[src/design/ecc_pkg.sv]
// Shared types, constants and the month-start table of the epoch calendar converter.
`default_nettype none

package ecc_pkg;

    // Request direction codes
    localparam logic REQ_TO_EPOCH = 1'b0;
    localparam logic REQ_TO_DATE  = 1'b1;

    // Epoch seconds at 2000-01-01 00:00:00 and at 2100-01-01 00:00:00
    localparam logic [31:0] EPOCH_Y2K   = 32'd946684800;
    localparam logic [31:0] EPOCH_Y2100 = 32'd4102444800;

    // Days in one four-year cycle, first year leap
    localparam logic [10:0] CYCLE_DAYS = 11'd1461;

    // Reciprocal constants: floor(x / d) = (x * M) >> S over the stated input range
    localparam logic [31:0] RECIP_60   = 32'h8888_8889;  // x < 2^32, shift 37
    localparam int          SHIFT_60   = 37;
    localparam logic [20:0] RECIP_24   = 21'd1398102;    // x < 2^20, shift 25
    localparam int          SHIFT_24   = 25;
    localparam logic [21:0] RECIP_1461 = 22'd2939745;    // x < 2^16, shift 32
    localparam int          SHIFT_1461 = 32;

    // Cumulative day offset of each month start within a four-year cycle
    localparam logic [10:0] MONTH_START [4][12] = '{
        '{11'd0,    11'd31,   11'd60,   11'd91,   11'd121,  11'd152,
          11'd182,  11'd213,  11'd244,  11'd274,  11'd305,  11'd335},
        '{11'd366,  11'd397,  11'd425,  11'd456,  11'd486,  11'd517,
          11'd547,  11'd578,  11'd609,  11'd639,  11'd670,  11'd700},
        '{11'd731,  11'd762,  11'd790,  11'd821,  11'd851,  11'd882,
          11'd912,  11'd943,  11'd974,  11'd1004, 11'd1035, 11'd1065},
        '{11'd1096, 11'd1127, 11'd1155, 11'd1186, 11'd1216, 11'd1247,
          11'd1277, 11'd1308, 11'd1339, 11'd1369, 11'd1400, 11'd1430}
    };

    // Request beat
    typedef struct packed {
        logic        req_type;
        logic [31:0] epoch_in;
        logic [6:0]  year_in;
        logic [3:0]  month_in;
        logic [4:0]  day_in;
        logic [4:0]  hour_in;
        logic [5:0]  minute_in;
        logic [5:0]  second_in;
    } ecc_in_t;

    // Result beat
    typedef struct packed {
        logic [31:0] epoch_out;
        logic [6:0]  year_out;
        logic [3:0]  month_out;
        logic [4:0]  day_out;
        logic [4:0]  hour_out;
        logic [5:0]  minute_out;
        logic [5:0]  second_out;
        logic        range_error;
    } ecc_out_t;

    // Working contents of one pipeline stage
    // acc and quo hold the running sum (to epoch) or the dividend and quotient (to date);
    // hr, mi, se carry the time inputs (to epoch) or collect the time results (to date).
    typedef struct packed {
        logic        req;
        logic        err;
        logic [31:0] acc;
        logic [31:0] quo;
        logic [4:0]  hr;
        logic [5:0]  mi;
        logic [5:0]  se;
    } ecc_stage_t;

endpackage

`default_nettype wire

[src/design/ecc_front.sv]
// First stage: range check, epoch offset and day count of the calendar date.
`default_nettype none

module ecc_front (
    input  wire logic               clk,
    input  wire logic               rst_n,
    input  wire logic               up_valid,
    output logic                    up_ready,
    input  wire ecc_pkg::ecc_in_t   up_data,
    output logic                    down_valid,
    input  wire logic               down_ready,
    output ecc_pkg::ecc_stage_t     down_data
);
    import ecc_pkg::*;

    logic       valid_reg;
    logic       valid_next;
    ecc_stage_t stage_reg;
    ecc_stage_t stage_next;

    // Take a new beat when empty or when the next stage drains
    assign up_ready   = !valid_reg || down_ready;
    assign valid_next = up_ready ? up_valid : valid_reg;

    // Build the stage contents for either direction
    always_comb
    begin
        logic [3:0]  midx;
        logic [31:0] tday;

        case (up_data.month_in) inside
            4'd0:          midx = 4'd0;
            [4'd1:4'd12]:  midx = up_data.month_in - 4'd1;
            default:       midx = 4'd11;
        endcase

        // Days since 2000-01-01, wrapping like the epoch sum
        tday = 32'({27'd0, up_data.year_in[6:2]} * {21'd0, CYCLE_DAYS})
             + {21'd0, MONTH_START[up_data.year_in[1:0]][midx]}
             + {27'd0, up_data.day_in} - 32'd1;

        stage_next.req = up_data.req_type;
        stage_next.err = (up_data.req_type == REQ_TO_DATE)
                      && ((up_data.epoch_in < EPOCH_Y2K) || (up_data.epoch_in >= EPOCH_Y2100));
        stage_next.acc = (up_data.req_type == REQ_TO_DATE) ? (up_data.epoch_in - EPOCH_Y2K)
                                                            : tday;
        stage_next.quo = '0;
        stage_next.hr  = up_data.hour_in;
        stage_next.mi  = up_data.minute_in;
        stage_next.se  = up_data.second_in;
    end

    always_ff @(posedge clk or negedge rst_n)
    begin
        if (!rst_n)
        begin
            valid_reg <= 1'b0;
        end
        else
        begin
            valid_reg <= valid_next;
        end
    end

    always_ff @(posedge clk)
    begin
        if (up_ready)
        begin
            stage_reg <= stage_next;
        end
    end

    assign down_valid = valid_reg;
    assign down_data  = stage_reg;

endmodule

`default_nettype wire

[src/design/ecc_arith.sv]
// Five arithmetic stages: seconds, minutes, hours and four-year cycles by reciprocal
// multiplication, or the scaled epoch sum in the other direction.
`default_nettype none

module ecc_arith (
    input  wire logic                clk,
    input  wire logic                rst_n,
    input  wire logic                up_valid,
    output logic                     up_ready,
    input  wire ecc_pkg::ecc_stage_t up_data,
    output logic                     down_valid,
    input  wire logic                down_ready,
    output ecc_pkg::ecc_stage_t      down_data
);
    import ecc_pkg::*;

    logic [4:0] valid_reg;
    logic [4:0] valid_next;
    logic [4:0] rdy;

    ecc_stage_t s2_reg, s3_reg, s4_reg, s5_reg, s6_reg;
    ecc_stage_t s2_next, s3_next, s4_next, s5_next, s6_next;

    // Each stage loads when empty or when its successor moves on
    always_comb
    begin
        rdy[4] = !valid_reg[4] || down_ready;
        rdy[3] = !valid_reg[3] || rdy[4];
        rdy[2] = !valid_reg[2] || rdy[3];
        rdy[1] = !valid_reg[1] || rdy[2];
        rdy[0] = !valid_reg[0] || rdy[1];

        valid_next[0] = rdy[0] ? up_valid     : valid_reg[0];
        valid_next[1] = rdy[1] ? valid_reg[0] : valid_reg[1];
        valid_next[2] = rdy[2] ? valid_reg[1] : valid_reg[2];
        valid_next[3] = rdy[3] ? valid_reg[2] : valid_reg[3];
        valid_next[4] = rdy[4] ? valid_reg[3] : valid_reg[4];
    end

    // Stage 2: quotient by 60, or days times 24 plus hour
    always_comb
    begin
        logic [63:0] prod;
        prod    = {32'd0, up_data.acc} * {32'd0, RECIP_60};
        s2_next = up_data;
        if (up_data.req == REQ_TO_DATE)
        begin
            s2_next.quo = 32'(prod[63:SHIFT_60]);
        end
        else
        begin
            s2_next.acc = up_data.acc * 32'd24 + {27'd0, up_data.hr};
        end
    end

    // Stage 3: seconds remainder and quotient by 60 again, or times 60 plus minute
    always_comb
    begin
        logic [63:0] prod;
        logic [31:0] rem;
        prod    = {32'd0, s2_reg.quo} * {32'd0, RECIP_60};
        rem     = s2_reg.acc - s2_reg.quo * 32'd60;
        s3_next = s2_reg;
        if (s2_reg.req == REQ_TO_DATE)
        begin
            s3_next.se  = rem[5:0];
            s3_next.acc = s2_reg.quo;
            s3_next.quo = 32'(prod[63:SHIFT_60]);
        end
        else
        begin
            s3_next.acc = s2_reg.acc * 32'd60 + {26'd0, s2_reg.mi};
        end
    end

    // Stage 4: minutes remainder and quotient by 24, or times 60 plus second
    always_comb
    begin
        logic [40:0] prod;
        logic [31:0] rem;
        prod    = {21'd0, s3_reg.quo[19:0]} * {20'd0, RECIP_24};
        rem     = s3_reg.acc - s3_reg.quo * 32'd60;
        s4_next = s3_reg;
        if (s3_reg.req == REQ_TO_DATE)
        begin
            s4_next.mi  = rem[5:0];
            s4_next.acc = s3_reg.quo;
            s4_next.quo = 32'(prod[40:SHIFT_24]);
        end
        else
        begin
            s4_next.acc = s3_reg.acc * 32'd60 + {26'd0, s3_reg.se};
        end
    end

    // Stage 5: hours remainder and quotient by cycle length, or add the 2000 offset
    always_comb
    begin
        logic [37:0] prod;
        logic [31:0] rem;
        prod    = {22'd0, s4_reg.quo[15:0]} * {16'd0, RECIP_1461};
        rem     = s4_reg.acc - s4_reg.quo * 32'd24;
        s5_next = s4_reg;
        if (s4_reg.req == REQ_TO_DATE)
        begin
            s5_next.hr  = rem[4:0];
            s5_next.acc = s4_reg.quo;
            s5_next.quo = 32'(prod[37:SHIFT_1461]);
        end
        else
        begin
            s5_next.acc = s4_reg.acc + EPOCH_Y2K;
        end
    end

    // Stage 6: day within the cycle and first year of the cycle
    always_comb
    begin
        s6_next = s5_reg;
        if (s5_reg.req == REQ_TO_DATE)
        begin
            s6_next.acc = s5_reg.acc - s5_reg.quo * {21'd0, CYCLE_DAYS};
            s6_next.quo = {s5_reg.quo[29:0], 2'b00};
        end
    end

    always_ff @(posedge clk or negedge rst_n)
    begin
        if (!rst_n)
        begin
            valid_reg <= '0;
        end
        else
        begin
            valid_reg <= valid_next;
        end
    end

    // Advance payload where the stage loads
    always_ff @(posedge clk)
    begin
        if (rdy[0])
        begin
            s2_reg <= s2_next;
        end
        if (rdy[1])
        begin
            s3_reg <= s3_next;
        end
        if (rdy[2])
        begin
            s4_reg <= s4_next;
        end
        if (rdy[3])
        begin
            s5_reg <= s5_next;
        end
        if (rdy[4])
        begin
            s6_reg <= s6_next;
        end
    end

    assign up_ready   = rdy[0];
    assign down_valid = valid_reg[4];
    assign down_data  = s6_reg;

endmodule

`default_nettype wire

[src/design/ecc_calendar.sv]
// Last stage: year and month lookup in the cycle table and the output register.
`default_nettype none

module ecc_calendar (
    input  wire logic                clk,
    input  wire logic                rst_n,
    input  wire logic                up_valid,
    output logic                     up_ready,
    input  wire ecc_pkg::ecc_stage_t up_data,
    output logic                     down_valid,
    input  wire logic                down_ready,
    output ecc_pkg::ecc_out_t        down_data
);
    import ecc_pkg::*;

    logic     valid_reg;
    logic     valid_next;
    ecc_out_t res_reg;
    ecc_out_t res_next;

    assign up_ready   = !valid_reg || down_ready;
    assign valid_next = up_ready ? up_valid : valid_reg;

    // Resolve year in cycle, month and day, then shape the result beat
    always_comb
    begin
        logic [10:0] eday;
        logic [1:0]  yin;
        logic [3:0]  mon;
        logic [10:0] dofs;

        eday = up_data.acc[10:0];

        if (eday >= MONTH_START[3][0])
        begin
            yin = 2'd3;
        end
        else if (eday >= MONTH_START[2][0])
        begin
            yin = 2'd2;
        end
        else if (eday >= MONTH_START[1][0])
        begin
            yin = 2'd1;
        end
        else
        begin
            yin = 2'd0;
        end

        // Offsets rise along a row, so the last month start passed wins
        mon = 4'd0;
        for (int k = 1; k < 12; k++)
        begin
            if (eday >= MONTH_START[yin][k])
            begin
                mon = 4'(k);
            end
        end

        dofs = eday - MONTH_START[yin][mon] + 11'd1;

        res_next = '0;
        if (up_data.err)
        begin
            res_next.range_error = 1'b1;
        end
        else if (up_data.req == REQ_TO_EPOCH)
        begin
            res_next.epoch_out = up_data.acc;
        end
        else
        begin
            res_next.year_out   = up_data.quo[6:0] + {5'd0, yin};
            res_next.month_out  = mon + 4'd1;
            res_next.day_out    = dofs[4:0];
            res_next.hour_out   = up_data.hr;
            res_next.minute_out = up_data.mi;
            res_next.second_out = up_data.se;
        end
    end

    always_ff @(posedge clk or negedge rst_n)
    begin
        if (!rst_n)
        begin
            valid_reg <= 1'b0;
        end
        else
        begin
            valid_reg <= valid_next;
        end
    end

    always_ff @(posedge clk)
    begin
        if (up_ready)
        begin
            res_reg <= res_next;
        end
    end

    assign down_valid = valid_reg;
    assign down_data  = res_reg;

endmodule

`default_nettype wire

[src/design/epoch_calendar_converter.sv]
// Top level of the epoch calendar converter: front stage, arithmetic stages, calendar stage.
// Converts between Unix epoch seconds and a date and time in 2000..2099 in either direction,
// selected per beat by req_type. The block is a seven-stage pipeline that, while rsp is not
// stalled, accepts a new beat every cycle. The seven register stages (range check and day
// count, four reciprocal divisions by 60, 60, 24 and 1461, cycle remainder, table lookup with
// output register) set the latency. Each stage holds its beat only while its successor is full
// and stalled, so a stalled rsp fills the empty stages before cmd_ready drops. Out-of-range
// epochs return range_error with all other fields zero; the unused direction's fields are zero.
`default_nettype none

module epoch_calendar_converter (
    input  wire logic             clk,
    input  wire logic             rst_n,
    input  wire logic             cmd_valid,
    output logic                  cmd_ready,
    input  wire ecc_pkg::ecc_in_t cmd,
    output logic                  rsp_valid,
    input  wire logic             rsp_ready,
    output ecc_pkg::ecc_out_t     rsp
);
    import ecc_pkg::*;

    logic       front_valid;
    logic       front_ready;
    ecc_stage_t front_data;
    logic       arith_valid;
    logic       arith_ready;
    ecc_stage_t arith_data;

    ecc_front u_front (
        .clk        (clk),
        .rst_n      (rst_n),
        .up_valid   (cmd_valid),
        .up_ready   (cmd_ready),
        .up_data    (cmd),
        .down_valid (front_valid),
        .down_ready (front_ready),
        .down_data  (front_data)
    );

    ecc_arith u_arith (
        .clk        (clk),
        .rst_n      (rst_n),
        .up_valid   (front_valid),
        .up_ready   (front_ready),
        .up_data    (front_data),
        .down_valid (arith_valid),
        .down_ready (arith_ready),
        .down_data  (arith_data)
    );

    ecc_calendar u_calendar (
        .clk        (clk),
        .rst_n      (rst_n),
        .up_valid   (arith_valid),
        .up_ready   (arith_ready),
        .up_data    (arith_data),
        .down_valid (rsp_valid),
        .down_ready (rsp_ready),
        .down_data  (rsp)
    );

    // Back-pressure reaches cmd only through a stalled result
    a_stall_from_rsp: assert property (@(posedge clk) disable iff (!rst_n)
        !cmd_ready |-> (rsp_valid && !rsp_ready))
        else $error("cmd stalled while rsp free");

    // A range error carries no date or epoch
    a_error_clean: assert property (@(posedge clk) disable iff (!rst_n)
        (rsp_valid && rsp.range_error) |->
            (rsp.epoch_out == 32'd0 && rsp.month_out == 4'd0 && rsp.day_out == 5'd0
             && rsp.year_out == 7'd0))
        else $error("range error beat has non-zero fields");

    // A decoded date has a real month and day and no epoch
    a_date_sane: assert property (@(posedge clk) disable iff (!rst_n)
        (rsp_valid && rsp.month_out != 4'd0) |->
            (rsp.month_out <= 4'd12 && rsp.day_out != 5'd0 && rsp.epoch_out == 32'd0
             && rsp.year_out <= 7'd99 && rsp.hour_out <= 5'd23 && !rsp.range_error))
        else $error("decoded date out of range");

endmodule

`default_nettype wire
[config.mk]
export PLATFORM = sky130hd
export DESIGN_NAME = epoch_calendar_converter
export DESIGN_NICKNAME = d
export VERILOG_FILES = /design/src/design/ecc_pkg.sv /design/src/design/ecc_front.sv /design/src/design/ecc_arith.sv /design/src/design/ecc_calendar.sv /design/src/design/epoch_calendar_converter.sv
export SDC_FILE = /design/constraint.sdc
export NUM_CORES = 2
export LEC_CHECK = 0
export BUFFER_PORTS_ARGS = -buffer_cell sky130_fd_sc_hd__buf_2
export CORE_MARGIN = 2
export CORE_UTILIZATION = 45
export CTS_BUF_LIST = sky130_fd_sc_hd__clkbuf_8
export CTS_CLUSTER_DIAMETER = 120
export DETAILED_ROUTE_END_ITERATION = 8
export PLACE_DENSITY = 0.67
export SETUP_SLACK_MARGIN = 0.5
export SYNTH_ARGS = -nofsm -noshare
export SYNTH_HDL_FRONTEND = slang
export SYNTH_SLANG_ARGS = --single-unit
[constraint.sdc]
create_clock -name clk -period 11.1 [get_ports clk]
set_clock_uncertainty 0.1 [all_clocks]
set_input_delay 2.22 -clock clk [delete_from_list [all_inputs] [get_ports clk]]
set_output_delay 2.22 -clock clk [all_outputs]
set_load 0.03 [all_outputs]
==> flow_metrics.tcl <==
set metrics [dict create \
    grt_overflow 0 \
    syn_area_um2 65000 \
    ys_async_sr_fraction 0.0143 \
    layout-drive-gt1-share 0.0670 \
    crit_slowest_cell "nor4_1" \
    fin_crit_ps 9570 \
    cts_root_buffer "clkbuf_8" \
    postSynthCellCount 6140 \
    cts_tree "built" \
    fp.dieH_um 384 \
    grt_pass1_wl_um 252000 \
    firstDrtPassIters 5 \
    yosys-top-cells-area "fa_1, edfxtp_1, ha_1" \
    path_class "in2reg" \
    final.setup.tns_ps 0 \
    drv_slew 0 \
    yosysTopAreaCell "fa_1" \
    synth.top_cell.area_share 0.241 \
    crit_family "compound AO/OA/AOI/OAI gates" \
    multi_input_area_um2 45800 \
    required_ps 11610 \
    h-tree-depth 3 \
    ys_top_cells_by_count "ha_1, inv_1, fa_1, edfxtp_1, nand2_1" \
    synth.distinct_cells 99 \
    placed_area_um2 68000 \
    hold_buffers 0 \
    numClockSinks 488 \
    cp_max_fo 18 \
    syn_nets 8137 \
    cts_resized 0 \
    drc 0 \
    hp-class "reg2reg" \
    grt_pass1_vias 46633 \
    cts_buffer_depth 3 \
    port_buffers 137 \
    antenna_found_initial 5 \
    timing.fmax_ghz 0.104 \
    num_vias 44214 \
    synth_seq_area_share 0.225 \
    place.gp.congestion 0.929 \
    clk_pin_slew_ps 60 \
    top_level_ports 138 \
    wl_per_cell_um 18.8 \
    hp-start "u_arith.s5_reg[10]$_DFFE_PP_" \
    cp-start-kind "input port" \
    yosysWarnings 0 \
    grt_max_degree 99 \
    period_share 0.862 \
    final_nets 8311 \
    arrival_ps 10080 \
    hpwl_um 129000 \
    synth-seq-cells 488 \
    start_util 0.453 \
    r2r_start "u_arith.down_data[52]$_DFFE_PP_" \
    num_rows 139 \
    slew_headroom 0.229 \
    ff_latch_area_um2 14600 \
    track_usage 0.217 \
    core-area_um2 143000 \
    design_area_um2 69900 \
    yosysMostFrequentCell "ha_1" \
    synth_ff_type "edfxtp_1" \
    insertion_delay_ps 830 \
    cts_inserted_buffers 89 \
    hold_viol_final 0 \
    drtAntennaViolNets 0 \
    avgSynthCellArea_um2 10.6 \
    maxCapViolCount 0 \
    cts_setup_buffers 0 \
    rsz0062_at_grt "no" \
    area_delta_synth_final_pct 7.58 \
    die_x_um 384 \
    max_stage_delay_ps 750 \
    worstSetupEndpointType "flip-flop" \
    synth_edf_count 481 \
    status "finished, final reports clean" \
    drt_wl_total_um 156000 \
    cp.buffers_inverters 5 \
    dr.first_iter.drc_count 2422 \
    setup_viol_count_final 0 \
    fillCellCount 13083 \
    tightest_slew_ps 1130 \
    vias_per_cell 5.33 \
    dieArea_um2 147000 \
    critPathLaunch "cmd[22]" \
]
per-stage QoR:
stage          hold WS (ps)  utilization  cells  setup WS, ps
2_1_floorplan           300            -   6140          1340
3_3_place_gp            301        0.474   8126           870
3_5_place_dp            305        0.474   8126           701
4_1_cts                 315        0.487   8287          1550
5_1_grt                 319        0.487   8291           870
6_report                312        0.487   8293          1530
worst paths after layout:
path,end,slack [ps],depth (start not counted)
setup / recovery,u_front.down_data[68]$_DFFE_PP_,1530,36
hold reg to reg,u_arith.down_data[10]$_DFFE_PP_,310,0
hold / removal,u_arith.down_data[10]$_DFFE_PP_,310,0
max in group asynchronous,u_arith.valid_reg[4]$_DFFE_PN0P_,9580,1
setup reg to reg,u_calendar.down_data[22]$_SDFFCE_PP0P_,2060,30
min in group asynchronous,u_arith.valid_reg[3]$_DFFE_PN0P_,1160,1
layout by cell type (no fill, tap or decap), drive strengths merged, types with 90 or more instances in the layout:
cell type / netlist / layout
a21o: 122 / 122
a21oi: 244 / 244
buf: 10 / 166
clkbuf: 73 / 90
edfxtp: 481 / 481
fa: 783 / 783
ha: 1144 / 1144
inv: 1142 / 1172
nand2: 283 / 283
nor2: 245 / 245
o21ai: 261 / 261
xnor2: 195 / 195
xor2: 130 / 130
kinds of logic (layout without fill, tap and decap cells):
family / Yosys count / count (layout) / share of synthesized area
AO/OA/AOI/OAI: 1002 / 1002 / 0.0994
other: 0 / 6 / 0
XOR/XNOR: 326 / 326 / 0.0442
adder cells (fa/ha/maj): 1927 / 1927 / 0.462
buffers and inverters: 1227 / 1471 / 0.0710
multiplexers: 97 / 97 / 0.0162
AND/OR/NAND/NOR: 1073 / 1073 / 0.0824
flip-flops: 488 / 488 / 0.225
layer usage:
layer	up-vias	track usage	part of all wire
li1	21235	-	-
met1	21840	0.281	0.44
met2	896	0.374	0.49
met3	241	0.0279	0.036
met4	2	0.0686	0.037
met5	-	0	0.000071
worst register-to-register path, delay by kind of cell (launching register included):
family / cells / cell delay (ps)
XOR/XNOR: 1 / 160
flip-flops: 1 / 780
adder cells (fa/ha/maj): 4 / 1250
AO/OA/AOI/OAI: 14 / 4160
buffers and inverters: 6 / 1500
multiplexers: 1 / 130
AND/OR/NAND/NOR: 4 / 640
cell type report:
class / count / share of cell area
Antenna cell: 6 / 0.000215
Sequential cell: 488 / 0.209
Clock inverter: 71 / 0.00944
Tap cell: 1903 / 0.0341
Inverter: 1144 / 0.0615
Multi-Input combinational cell: 4425 / 0.655
Timing Repair Buffer: 166 / 0.0129
Clock buffer: 90 / 0.0177
Power is not shown: default switching activity piles up to over one toggle a cycle in this logic, so the estimate is an artifact.
